[src/rtl/assert_macros.svh]
// Assertion macros shared by the RTL modules.
`ifndef ASSERT_MACROS_SVH
`define ASSERT_MACROS_SVH

// Checks a property on every rising clock edge outside of reset.
`define PSFP_ASSERT(lbl, clk, rst_n, prop, msg) \
  lbl: assert property (@(posedge clk) disable iff (!rst_n) (prop)) else $error(msg);

// Checks that a condition never holds on a rising clock edge outside of reset.
`define PSFP_NEVER(lbl, clk, rst_n, cond, msg) \
  lbl: assert property (@(posedge clk) disable iff (!rst_n) !(cond)) else $error(msg);

`endif

[src/rtl/psfp_pkg.sv]
`default_nettype none

package psfp_pkg;

  localparam int unsigned FrameBytesDef = 32;
  localparam int unsigned PosW = 6;

  localparam logic [7:0] HdrFirst  = 8'h42;
  localparam logic [7:0] HdrSecond = 8'h4D;

  localparam logic [PosW-1:0] Pm1HiPos  = PosW'(10);
  localparam logic [PosW-1:0] Pm1LoPos  = PosW'(11);
  localparam logic [PosW-1:0] Pm25HiPos = PosW'(12);
  localparam logic [PosW-1:0] Pm25LoPos = PosW'(13);
  localparam logic [PosW-1:0] Pm10HiPos = PosW'(14);
  localparam logic [PosW-1:0] Pm10LoPos = PosW'(15);

  typedef struct packed {
    logic [15:0] pm1_0;
    logic [15:0] pm2_5;
    logic [15:0] pm10;
  } pm_result_t;

endpackage

`default_nettype wire

[src/rtl/particulate_sensor_frame_parser.sv]
`default_nettype none

// Particulate sensor frame parser. Each accepted request carries one byte from the
// sensor's serial link; the block hunts for the 0x42 0x4D header, sums the frame,
// captures the PM1.0, PM2.5 and PM10 words and, when the big-endian trailer matches
// the 16-bit sum, delivers one result with the three readings; a bad frame yields
// nothing. A byte is taken in every cycle while the input is not stalled: it passes
// an input register and is parsed by combinational logic, and a result lands in an
// output register. Only a held output register, with a result waiting and the
// output stalled, stalls the input.

module particulate_sensor_frame_parser
  import psfp_pkg::*;
#(
  parameter int unsigned FRAME_BYTES = FrameBytesDef
) (
  input  wire logic        clk_i,
  input  wire logic        rst_ni,
  input  wire logic        in_valid_i,
  output logic             in_stall_o,
  input  wire logic [7:0]  data_byte_i,
  output logic             out_valid_o,
  input  wire logic        out_stall_i,
  output logic [15:0]      pm1_0_o,
  output logic [15:0]      pm2_5_o,
  output logic [15:0]      pm10_o
);

  logic       res_valid;
  logic       res_ready;
  pm_result_t res;

  psfp_core #(
    .FRAME_BYTES(FRAME_BYTES)
  ) u_core (
    .clk_i      (clk_i),
    .rst_ni     (rst_ni),
    .in_valid_i (in_valid_i),
    .in_stall_o (in_stall_o),
    .data_byte_i(data_byte_i),
    .res_ready_i(res_ready),
    .res_valid_o(res_valid),
    .res_o      (res)
  );

  psfp_out_reg u_out_reg (
    .clk_i      (clk_i),
    .rst_ni     (rst_ni),
    .res_valid_i(res_valid),
    .res_i      (res),
    .res_ready_o(res_ready),
    .out_valid_o(out_valid_o),
    .out_stall_i(out_stall_i),
    .pm1_0_o    (pm1_0_o),
    .pm2_5_o    (pm2_5_o),
    .pm10_o     (pm10_o)
  );

endmodule

`default_nettype wire

[src/rtl/psfp_core.sv]
`default_nettype none

module psfp_core
  import psfp_pkg::*;
#(
  parameter int unsigned FRAME_BYTES = FrameBytesDef
) (
  input  wire logic       clk_i,
  input  wire logic       rst_ni,
  input  wire logic       in_valid_i,
  output logic            in_stall_o,
  input  wire logic [7:0] data_byte_i,
  input  wire logic       res_ready_i,
  output logic            res_valid_o,
  output pm_result_t      res_o
);

  localparam logic [1:0] PhHunt1   = 2'd0;
  localparam logic [1:0] PhHunt2   = 2'd1;
  localparam logic [1:0] PhCollect = 2'd2;

  localparam logic [PosW-1:0] TrailHiPos = PosW'(FRAME_BYTES - 2);

  logic [7:0]      byte_q;
  logic            byte_vld_q, byte_vld_d;
  logic            accept;
  logic            adv;

  logic [1:0]      phase_q, phase_d;
  logic [PosW-1:0] pos_q, pos_d;
  logic [15:0]     sum_q, sum_d;
  logic [15:0]     pm1_q, pm1_d;
  logic [15:0]     pm25_q, pm25_d;
  logic [15:0]     pm10_q, pm10_d;
  logic [7:0]      trail_hi_q, trail_hi_d;
  logic            match;

  assign in_stall_o = byte_vld_q && !res_ready_i;
  assign accept     = in_valid_i && !in_stall_o;
  assign adv        = byte_vld_q && res_ready_i;

  always_comb begin
    byte_vld_d = byte_vld_q;
    if (accept) begin
      byte_vld_d = 1'b1;
    end else if (adv) begin
      byte_vld_d = 1'b0;
    end
  end

  always_ff @(posedge clk_i or negedge rst_ni) begin
    if (!rst_ni) begin
      byte_vld_q <= 1'b0;
    end else begin
      byte_vld_q <= byte_vld_d;
    end
  end

  always_ff @(posedge clk_i) begin
    if (accept) begin
      byte_q <= data_byte_i;
    end
  end

  assign match = ({trail_hi_q, byte_q} == sum_q);

  always_comb begin
    phase_d     = phase_q;
    pos_d       = pos_q;
    sum_d       = sum_q;
    pm1_d       = pm1_q;
    pm25_d      = pm25_q;
    pm10_d      = pm10_q;
    trail_hi_d  = trail_hi_q;
    res_valid_o = 1'b0;
    if (adv) begin
      case (phase_q)
        PhHunt1: begin
          if (byte_q == HdrFirst) begin
            sum_d   = {8'h00, byte_q};
            pos_d   = PosW'(1);
            phase_d = PhHunt2;
          end
        end
        PhHunt2: begin
          if (byte_q == HdrSecond) begin
            sum_d   = sum_q + {8'h00, byte_q};
            pos_d   = PosW'(2);
            phase_d = PhCollect;
          end else begin
            pos_d   = '0;
            phase_d = PhHunt1;
          end
        end
        PhCollect: begin
          if (pos_q < TrailHiPos) begin
            sum_d = sum_q + {8'h00, byte_q};
            case (pos_q)
              Pm1HiPos:  pm1_d[15:8]  = byte_q;
              Pm1LoPos:  pm1_d[7:0]   = byte_q;
              Pm25HiPos: pm25_d[15:8] = byte_q;
              Pm25LoPos: pm25_d[7:0]  = byte_q;
              Pm10HiPos: pm10_d[15:8] = byte_q;
              Pm10LoPos: pm10_d[7:0]  = byte_q;
              default: ;
            endcase
            pos_d = pos_q + PosW'(1);
          end else if (pos_q == TrailHiPos) begin
            trail_hi_d = byte_q;
            pos_d      = pos_q + PosW'(1);
          end else begin
            res_valid_o = match;
            pos_d       = '0;
            phase_d     = PhHunt1;
          end
        end
        default: begin
          pos_d   = '0;
          phase_d = PhHunt1;
        end
      endcase
    end
  end

  assign res_o.pm1_0 = pm1_q;
  assign res_o.pm2_5 = pm25_q;
  assign res_o.pm10  = pm10_q;

  always_ff @(posedge clk_i or negedge rst_ni) begin
    if (!rst_ni) begin
      phase_q    <= PhHunt1;
      pos_q      <= '0;
      sum_q      <= '0;
      pm1_q      <= '0;
      pm25_q     <= '0;
      pm10_q     <= '0;
      trail_hi_q <= '0;
    end else begin
      phase_q    <= phase_d;
      pos_q      <= pos_d;
      sum_q      <= sum_d;
      pm1_q      <= pm1_d;
      pm25_q     <= pm25_d;
      pm10_q     <= pm10_d;
      trail_hi_q <= trail_hi_d;
    end
  end

`include "assert_macros.svh"

  `PSFP_ASSERT(a_hunt_pos_zero, clk_i, rst_ni, (phase_q == PhHunt1) |-> (pos_q == '0), "hunt phase with nonzero position")
  `PSFP_ASSERT(a_res_from_collect, clk_i, rst_ni, res_valid_o |-> (adv && (phase_q == PhCollect) && (pos_q > TrailHiPos)), "result outside frame end")
  `PSFP_ASSERT(a_end_to_hunt, clk_i, rst_ni, (adv && (phase_q == PhCollect) && (pos_q > TrailHiPos)) |=> (phase_q == PhHunt1), "frame end did not return to hunt")

endmodule

`default_nettype wire

[src/rtl/psfp_out_reg.sv]
`default_nettype none

module psfp_out_reg
  import psfp_pkg::*;
(
  input  wire logic        clk_i,
  input  wire logic        rst_ni,
  input  wire logic        res_valid_i,
  input  wire pm_result_t  res_i,
  output logic             res_ready_o,
  output logic             out_valid_o,
  input  wire logic        out_stall_i,
  output logic [15:0]      pm1_0_o,
  output logic [15:0]      pm2_5_o,
  output logic [15:0]      pm10_o
);

  logic       vld_q;
  pm_result_t data_q;

  assign res_ready_o = !vld_q || !out_stall_i;

  always_ff @(posedge clk_i or negedge rst_ni) begin
    if (!rst_ni) begin
      vld_q <= 1'b0;
    end else if (res_ready_o) begin
      vld_q <= res_valid_i;
    end
  end

  always_ff @(posedge clk_i) begin
    if (res_ready_o && res_valid_i) begin
      data_q <= res_i;
    end
  end

  assign out_valid_o = vld_q;
  assign pm1_0_o     = data_q.pm1_0;
  assign pm2_5_o     = data_q.pm2_5;
  assign pm10_o      = data_q.pm10;

`include "assert_macros.svh"

  `PSFP_NEVER(a_no_overwrite, clk_i, rst_ni, res_valid_i && !res_ready_o, "result while held")

endmodule

`default_nettype wire

[config.mk]
export PLATFORM = sky130hd
export DESIGN_NAME = particulate_sensor_frame_parser
export DESIGN_NICKNAME = d
export VERILOG_FILES = /design/src/rtl/psfp_pkg.sv /design/src/rtl/particulate_sensor_frame_parser.sv /design/src/rtl/psfp_core.sv /design/src/rtl/psfp_out_reg.sv
export VERILOG_INCLUDE_DIRS = /design/src /design/src/rtl
export SDC_FILE = /design/constraint.sdc
export NUM_CORES = 1
export LEC_CHECK = 0
export BUFFER_PORTS_ARGS = -buffer_cell sky130_fd_sc_hd__buf_2
export CORE_MARGIN = 10
export CORE_UTILIZATION = 23
export DETAILED_ROUTE_END_ITERATION = 16
export HOLD_SLACK_MARGIN = 0.12
export PLACE_DENSITY_LB_ADDON = 0.15
export SYNTH_ARGS = -nofsm -noshare
export SYNTH_HDL_FRONTEND = slang
export SYNTH_HIERARCHICAL = 1
export SYNTH_SLANG_ARGS = --single-unit
[constraint.sdc]
create_clock -name clk_i -period 4.09 [get_ports clk_i]
set_input_delay 0 -clock clk_i [delete_from_list [all_inputs] [get_ports clk_i]]
set_output_delay 0 -clock clk_i [all_outputs]
set_load 0.02 [all_outputs]
==> flow_metrics.tcl, run 1 <==
set metrics [dict create \
    status "complete, no violations" \
    required_ns 4.14 \
    fmax_mhz 328 \
    cpPeakStageDelay_ns 0.74 \
    fillers 2516 \
    grt_pass1_wl_mm 22.7 \
    reg2reg_to "u_out_reg/pm2_5_o[8]$_DFFE_PP_" \
    irDropWorstVdd_uv 225 \
    tns_ns 0 \
    grt_use_total_pct 9.37 \
    cp_cell_sequence "ha_1, nor4_1, nand4_1, nor3_1, a21boi_4, buf_4" \
    pin_count 62 \
    routed_wl_mm 14.4 \
    area_growth_pct 23.4 \
    wire_per_inst_um 17.3 \
    clock_skew_ns 0.0152 \
    path_buf_inv 1 \
    drive_gt1_share_pct 32.5 \
    crit_path_end_kind "register" \
    antenna_found_initial 0 \
    gr-total-overflow 0 \
    num_rows 57 \
    root_buffer "clkbuf_16" \
    reg2reg_setup_slack_ns 1.04 \
    finalHoldViolations 0 \
    first_global_vias 3769 \
    post-route-period-util_pct 74.6 \
    crit_start "u_core/byte_q[5]$_DFFE_PP_" \
    mostFrequentLayoutCells "dfrtp_1 (82), buf_2 (60), mux2_2 (57)" \
    final_max_slew_viol_count 0 \
    synth_flop_cell "dfrtp_1" \
    core-area_um2 24500 \
    cts.reportedPaths.clkPinSlew_ns 0.07 \
    die_x_um 178 \
    synth-edff-count 56 \
    antenna_cells 0 \
    synthAdderAreaFrac_pct 3.81 \
    avgViaCountPerCell 4.38 \
    powerDensity_nw_per_um2 525 \
    synthXorXnorAreaFrac_pct 2.12 \
    slew_headroom_pct 47.2 \
    cp.depth 6 \
    hold_slack_ns 0.183 \
    ys_seq_elements 138 \
    rsz0062_at_grt "false" \
    layoutNonFillerInstCount 831 \
    synth_top_family_by_area "multiplexers" \
    tightest_slew_ns 0.789 \
    die_h_um 178 \
    crit_path_end "u_out_reg/pm2_5_o[8]$_DFFE_PP_" \
    crit_arrival_ns 3.10 \
    cpMaxStageDelayCell "edfxtp_1" \
    cts_tree "done" \
    yosysWarnings 6 \
    critPathTopFamily "flip-flops" \
    syn_avg_cell_area_um2 13.9 \
    maxCapViolations 0 \
    async_flop_share_pct 59.4 \
    setup_viol 0 \
    yosysSeqAreaShare_pct 64.7 \
    via_count 3639 \
    crit_fanout 48 \
    post-place-cells 788 \
    dieArea_um2 31800 \
    dp.final_hpwl_mm 9.64 \
    grt_max_degree 56 \
    postSynthCellCount 414 \
    drtIter0Drc 241 \
    fin_nets 523 \
    numPortBuffers 61 \
    fin_area_um2 7120 \
    synth_simple_gate_area_share_pct 8.62 \
    firstDrtPassIters 6 \
    ant_nets 0 \
    critPathKind "register to register" \
    rr_worst_depth 6 \
    syn_area_um2 5770 \
    final_common_cell "dfrtp_1" \
    placed_area_um2 6450 \
    ctsHtreeMaxLevel 4 \
    drc 0 \
    cts_num_sinks 138 \
    crit_path_start_kind "register" \
    cts_buffer_depth 2 \
    initial_core_util_pct 23.5 \
    routabilityCongestion 0.785 \
    clk_latency_ns 0.42 \
    power_mw 3.74 \
    post-route-min-period_ns 3.05 \
    synth_mux_area_share_pct 11.6 \
    r2r_start "u_core/byte_q[5]$_DFFE_PP_" \
    leakage_nw 3.19 \
    synth_cell_types 53 \
    cts_buffers 17 \
    synthesis.nets 443 \
    hp-class "input pin to async pin" \
    synth-compound-area-share_pct 7.26 \
]
how the worst min path moves through the flow:
stage | start | endpoint | slack (ns) | cells after the start
final | rst_ni | u_core/sum_q[13]$_DFFE_PN0P_ | 0.18 | 2
after global routing | rst_ni | u_core/sum_q[13]$_DFFE_PN0P_ | 0.26 | 2
after floorplan | rst_ni | u_core/byte_vld_q$_DFFE_PN0P_ | -0.30 | 0
after CTS | rst_ni | u_core/sum_q[13]$_DFFE_PN0P_ | 0.22 | 2
after detailed placement | rst_ni | u_core/sum_q[13]$_DFFE_PN0P_ | 0.14 | 1
after global placement | rst_ni | u_core/sum_q[13]$_DFFE_PN0P_ | 0.14 | 1
worst register-to-register path, stage by stage, from the launching register on:
cell	delay, ns
edfxtp_1	0.74
ha_1	0.43
nor4_1	0.32
nand4_1	0.14
nor3_1	0.28
a21boi_4	0.21
buf_4	0.53
flip-flops by register name (all words and copies together), names as in the netlist:
register               flops
u_core/pos_q               6
u_core/pm10_q             16
u_out_reg/pm2_5_o         16
u_out_reg/out_valid_o      1
u_core/byte_vld_q          1
u_core/trail_hi_q          8
u_core/sum_q              16
u_core/phase_q             2
u_out_reg/pm1_0_o         16
u_core/byte_q              8
u_core/pm25_q             16
u_out_reg/pm10_o          16
u_core/pm1_q              16
Yosys cell counts, types with 11 or more instances:
library cell	count	share of area, %
edfxtp_1	56	29
ha_1	16	3.5
o21ai_0	22	1.9
a21oi_1	19	1.6
dfrtp_1	82	36
mux2_2	57	11
nor2_1	13	0.85
nand2_1	31	2.0
nand3_1	12	1.0
clkbuf_1	11	0.72
xnor2_1	14	2.1
metrics by stage:
stage / util, % / setup slack [ns]
6_report: 29.0 / 1.04
5_1_grt: 29.0 / 0.743
4_1_cts: 29.0 / 0.965
3_5_place_dp: 26.3 / 0.970
3_3_place_gp: 26.3 / 1.00
2_1_floorplan: - / 0.839
cell type report:
| type | instances | area [um2] | share of cell area [%] |
|---|---|---|---|
| Multi-Input combinational cell | 252 | 1940 | 27.2 |
| Sequential cell | 138 | 3730 | 52.4 |
| Tap cell | 324 | 405 | 5.69 |
| Clock inverter | 15 | 135 | 1.90 |
| Clock buffer | 17 | 425 | 5.97 |
| Timing Repair Buffer | 77 | 455 | 6.39 |
| Inverter | 8 | 30.0 | 0.421 |
layer usage:
layer / wire (um) / global-route usage (%) / vias up
li1: - / - / 1690
met4: 216 / 3.20 / 0
met1: 6890 / 12.4 / 1827
met3: 812 / 2.94 / 15
met2: 6440 / 14.1 / 107
met5: 0 / 0 / -
power by group:
part	switching [mW]	internal [mW]	total [mW]
clock	0.660	0.797	1.46
combinational	0.416	0.269	0.685
sequential	0.0965	1.50	1.60
kinds of logic after synthesis:
family / Yosys count
adder cells (fa/ha/maj): 17
buffers and inverters: 24
AO/OA/AOI/OAI: 67
XOR/XNOR: 14
multiplexers: 60
flip-flops: 138
AND/OR/NAND/NOR: 94
what timing repair did:
item	in CTS	in global routing
buffers inserted	0	0
gates resized for setup	0	0
hold endpoints to repair	65	0
hold buffers	11	0
Note: power is estimated with default switching activity, not from simulation.
==> run 2: changes to the inputs <==
==> constraint.sdc (replaced) <==
create_clock -name clk_i -period 3.2 [get_ports clk_i]
set_input_delay 0 -clock clk_i [delete_from_list [all_inputs] [get_ports clk_i]]
set_output_delay 0 -clock clk_i [all_outputs]
set_load 0.02 [all_outputs]
==> flow_metrics.tcl, run 2 (synthesized netlist as in run 1, its figures left out) <==
set metrics [dict create \
    final_max_slew_viol_count 0 \
    ctsHtreeMaxLevel 4 \
    dp.final_hpwl_mm 10.3 \
    first_global_vias 3762 \
    fin_area_um2 7220 \
    fin_nets 532 \
    rsz0062_at_grt "false" \
    mostFrequentLayoutCells "dfrtp_1 (82), buf_2 (60), mux2_2 (57)" \
    wire_per_inst_um 17.3 \
    hp-class "input pin to async pin" \
    grt_pass1_wl_mm 23.0 \
    antenna_found_initial 0 \
    area_growth_pct 25.0 \
    placed_area_um2 6530 \
    antenna_cells 0 \
    num_rows 57 \
    via_count 3625 \
    clock_skew_ns 0.00782 \
    gr-total-overflow 0 \
    setup_viol 0 \
    cts_resized 0 \
    die_x_um 178 \
    firstDrtPassIters 4 \
    post-route-min-period_ns 2.76 \
    tns_ns 0 \
    status "complete, no violations" \
    dieArea_um2 31800 \
    numPortBuffers 61 \
    routed_wl_mm 14.6 \
    slew_headroom_pct 41.2 \
    finalHoldViolations 0 \
    required_ns 3.51 \
    cts_tree "done" \
    routabilityCongestion 0.774 \
    power_mw 4.82 \
    initial_core_util_pct 23.5 \
    irDropWorstVdd_uv 383 \
    crit_fanout 7 \
    crit_path_end_kind "register" \
    leakage_nw 3.25 \
    critPathKind "register to register" \
    cts.reportedPaths.clkPinSlew_ns 0.06 \
    final_common_cell "dfrtp_1" \
    crit_path_start_kind "register" \
    pin_count 62 \
    tightest_slew_ns 0.882 \
    drtIter0Drc 246 \
    maxCapViolations 0 \
    fmax_mhz 363 \
    cts_buffers 17 \
    cts_num_sinks 138 \
    drive_gt1_share_pct 33.1 \
    grt_max_degree 64 \
    post-route-period-util_pct 86.2 \
    crit_arrival_ns 3.06 \
    drc 0 \
    clk_latency_ns 0.42 \
    grt_use_total_pct 9.61 \
    cts_buffer_depth 2 \
    core-area_um2 24500 \
    die_h_um 178 \
    avgViaCountPerCell 4.32 \
    ant_nets 0 \
    root_buffer "clkbuf_16" \
    powerDensity_nw_per_um2 668 \
]
run 2: cell count changes in the layout (fill, tap and decap cells not counted), moves of 2 or more:
cell and change:
buf_4 +8, clkbuf_1 +2, inv_8 -3, inv_6 -3, bufinv_16 +2, clkinv_2 +2, clkinvlp_4 -2
run 2: final cells by class:
cell class / instances / area (um2)
Clock buffer: 20 / 447
Clock inverter: 12 / 126
Fill cell: 2508 / 17300
Inverter: 8 / 30.0
Multi-Input combinational cell: 252 / 1940
Sequential cell: 138 / 3730
Tap cell: 324 / 405
Timing Repair Buffer: 86 / 536
run 2: final timing paths:
check	startpoint	endpoint	slack, ns	cells past startpoint
setup / recovery	u_core/byte_q[1]$_DFFE_PP_	u_core/sum_q[13]$_DFFE_PN0P_	0.44	8
hold / removal	rst_ni	u_core/sum_q[13]$_DFFE_PN0P_	0.20	2
setup reg to reg	u_core/byte_q[1]$_DFFE_PP_	u_core/sum_q[13]$_DFFE_PN0P_	0.44	8
hold reg to reg	u_core/pm10_q[7]$_DFFE_PN0P_	u_out_reg/pm10_o[7]$_DFFE_PP_	0.44	0
max in group asynchronous	rst_ni	u_core/pm10_q[8]$_DFFE_PN0P_	2.16	3
min in group clk_i	data_byte_i[7]	u_core/byte_q[7]$_DFFE_PP_	0.30	2
run 2: worst max-delay path, stage by stage, from the launching register on:
cell and delay (ns):
edfxtp_1 0.53, buf_4 0.25, ha_1 0.32, a21o_1 0.17
and4_1 0.21, nor2_1 0.24, o21ai_0 0.35, and4_1 0.31
a211o_1 0.25
run 2: through the flow:
stage / hold WS, ns / util [%] / instances / setup WS [ns]
6_report: 0.202 / 29.4 / 840 / 0.442
5_1_grt: 0.287 / 29.4 / 840 / 0.272
4_1_cts: 0.267 / 29.4 / 840 / 0.439
3_5_place_dp: 0.187 / 26.6 / 797 / 0.448
3_3_place_gp: 0.180 / 26.6 / 797 / 0.492
2_1_floorplan: -0.296 / - / 414 / 0.416
run 2: what timing repair did:
action	CTS	global route
endpoints found under the setup margin	0	0
endpoints found under the hold margin	72	0
hold buffers	11	0
buffers inserted	0	0
run 2: power breakdown:
part	internal, mW	switching (mW)	total [mW]
Sequential	1.92	0.107	2.03
Combinational	0.359	0.532	0.891
Clock	1.16	0.740	1.90
Total	3.44	1.38	4.82
run 2: layer usage:
layer | GRT usage [%] | up-vias | wire length (um)
li1 | - | 1710 | -
met1 | 12.6 | 1817 | 6880
met2 | 14.7 | 86 | 6740
met3 | 3.04 | 12 | 806
met4 | 3.00 | 0 | 142
met5 | 0 | - | 0
==> run 3: changes to the inputs <==
==> constraint.sdc (replaced) <==
create_clock -name clk_i -period 3.35 [get_ports clk_i]
set_input_delay 0 -clock clk_i [delete_from_list [all_inputs] [get_ports clk_i]]
set_output_delay 0 -clock clk_i [all_outputs]
set_load 0.02 [all_outputs]
==> flow_metrics.tcl, run 3 (synthesized netlist as in run 1, its figures left out) <==
set metrics [dict create \
    cts_tree "done" \
    dp.final_hpwl_mm 9.67 \
    root_buffer "clkbuf_16" \
    layoutNonFillerInstCount 841 \
    num_rows 57 \
    tns_ns 0 \
    antenna_cells 0 \
    cts_buffers 17 \
    cts_setup_buffers 0 \
    placed_area_um2 6540 \
    slew_headroom_pct 46.0 \
    gr-total-overflow 0 \
    cp_cell_sequence "buf_4, ha_1, nor4_1, nand4_1, nor3_1, a21boi_4, buf_12" \
    crit_arrival_ns 2.80 \
    clock_skew_ns 0.0101 \
    via_count 3623 \
    pin_count 62 \
    tightest_slew_ns 0.810 \
    initial_core_util_pct 23.5 \
    dieArea_um2 31800 \
    required_ns 3.44 \
    grt_pass1_wl_mm 22.4 \
    clk_latency_ns 0.42 \
    grt_max_degree 57 \
    post-route-period-util_pct 80.7 \
    core-area_um2 24500 \
    cpPeakStageDelay_ns 0.40 \
    cts_resized 0 \
    routabilityCongestion 0.795 \
    final_common_cell "dfrtp_1" \
    drtIter0Drc 230 \
    firstDrtPassIters 4 \
    status "complete, no violations" \
    powerDensity_nw_per_um2 641 \
    cts_num_sinks 138 \
    drc 0 \
    ctsHtreeMaxLevel 4 \
    cts.reportedPaths.clkPinSlew_ns 0.07 \
    post-route-min-period_ns 2.70 \
    avgViaCountPerCell 4.31 \
    hp-class "input pin to async pin" \
    fin_nets 533 \
    crit_fanout 48 \
    area_growth_pct 25.2 \
    cpMaxStageDelayCell "ha_1" \
    worst_slack_ns 0.646 \
    fin_area_um2 7230 \
    finalHoldViolations 0 \
    wire_per_inst_um 16.7 \
    die_x_um 178 \
    holdBufCountCts 11 \
    path_buf_inv 2 \
    crit_path_start_kind "register" \
    first_global_vias 3807 \
    post-place-cells 798 \
    cts_buffer_depth 2 \
    ant_nets 0 \
    drive_gt1_share_pct 33.5 \
    mostFrequentLayoutCells "dfrtp_1 (82), buf_2 (60), mux2_2 (57)" \
    routed_wl_mm 14.0 \
    numPortBuffers 61 \
    critPathTopFamily "simple AND/OR/NAND/NOR gates" \
    grt_use_total_pct 9.23 \
    maxCapViolations 0 \
    die_h_um 178 \
    fin_util_pct 29.5 \
    antenna_found_initial 0 \
    irDropWorstVdd_uv 376 \
    reg2reg_setup_slack_ns 0.65 \
    fmax_mhz 370 \
    final_max_slew_viol_count 0 \
    setup_viol 0 \
    leakage_nw 3.26 \
    critPathKind "register to register" \
    post-place-ws_ns 0.613 \
    crit_path_end_kind "register" \
    rsz0062_at_grt "false" \
]
-- run 3: cell count changes in the layout (fill, tap and decap cells not counted), sizes merged --
cell / before / now
clkbuf: 20 / 19
inv: 8 / 10
buf: 75 / 76
clkinvlp: 4 / 3
-- run 3: layout make-up --
| class | instances | area (um2) |
|---|---|---|
| Multi-Input combinational cell | 252 | 1940 |
| Clock inverter | 13 | 144 |
| Fill cell | 2523 | 17300 |
| Sequential cell | 138 | 3730 |
| Inverter | 8 | 30.0 |
| Clock buffer | 19 | 433 |
| Timing Repair Buffer | 87 | 543 |
| Tap cell | 324 | 405 |
-- run 3: where the power goes --
group | internal (mW) | switching (mW) | total (mW)
clock | 1.10 | 0.736 | 1.84
combinational | 0.340 | 0.536 | 0.876
sequential | 1.84 | 0.0826 | 1.92
total | 3.28 | 1.35 | 4.63
-- run 3: path summary, 6_finish.rpt --
kind,to,cells past startpoint,start
worst max-delay path,u_out_reg/pm2_5_o[12]$_DFFE_PP_,7,u_core/byte_q[5]$_DFFE_PP_
worst min-delay path,u_core/sum_q[9]$_DFFE_PN0P_,2,rst_ni
worst max register to register,u_out_reg/pm2_5_o[12]$_DFFE_PP_,7,u_core/byte_q[5]$_DFFE_PP_
worst min register to register,u_out_reg/pm2_5_o[9]$_DFFE_PP_,0,u_core/pm25_q[9]$_DFFE_PN0P_
max in group asynchronous,u_core/pm10_q[7]$_DFFE_PN0P_,3,rst_ni
min in group clk_i,u_core/byte_q[4]$_DFFE_PP_,2,data_byte_i[4]
-- run 3: metrics by stage --
stage | total power [mW] | hold WS [ns]
6_report | 4.63 | 0.201
5_1_grt | 4.87 | 0.280
4_1_cts | 4.68 | 0.241
3_5_place_dp | 2.81 | 0.146
3_3_place_gp | 2.81 | 0.142
2_1_floorplan | 2.60 | -0.296
-- run 3: metal layers --
layer / global-route usage, % / share of wire (%)
met1: 12.3 / 48
met5: 0 / 0
met3: 2.62 / 5.4
met2: 14.0 / 45
met4: 3.44 / 1.3
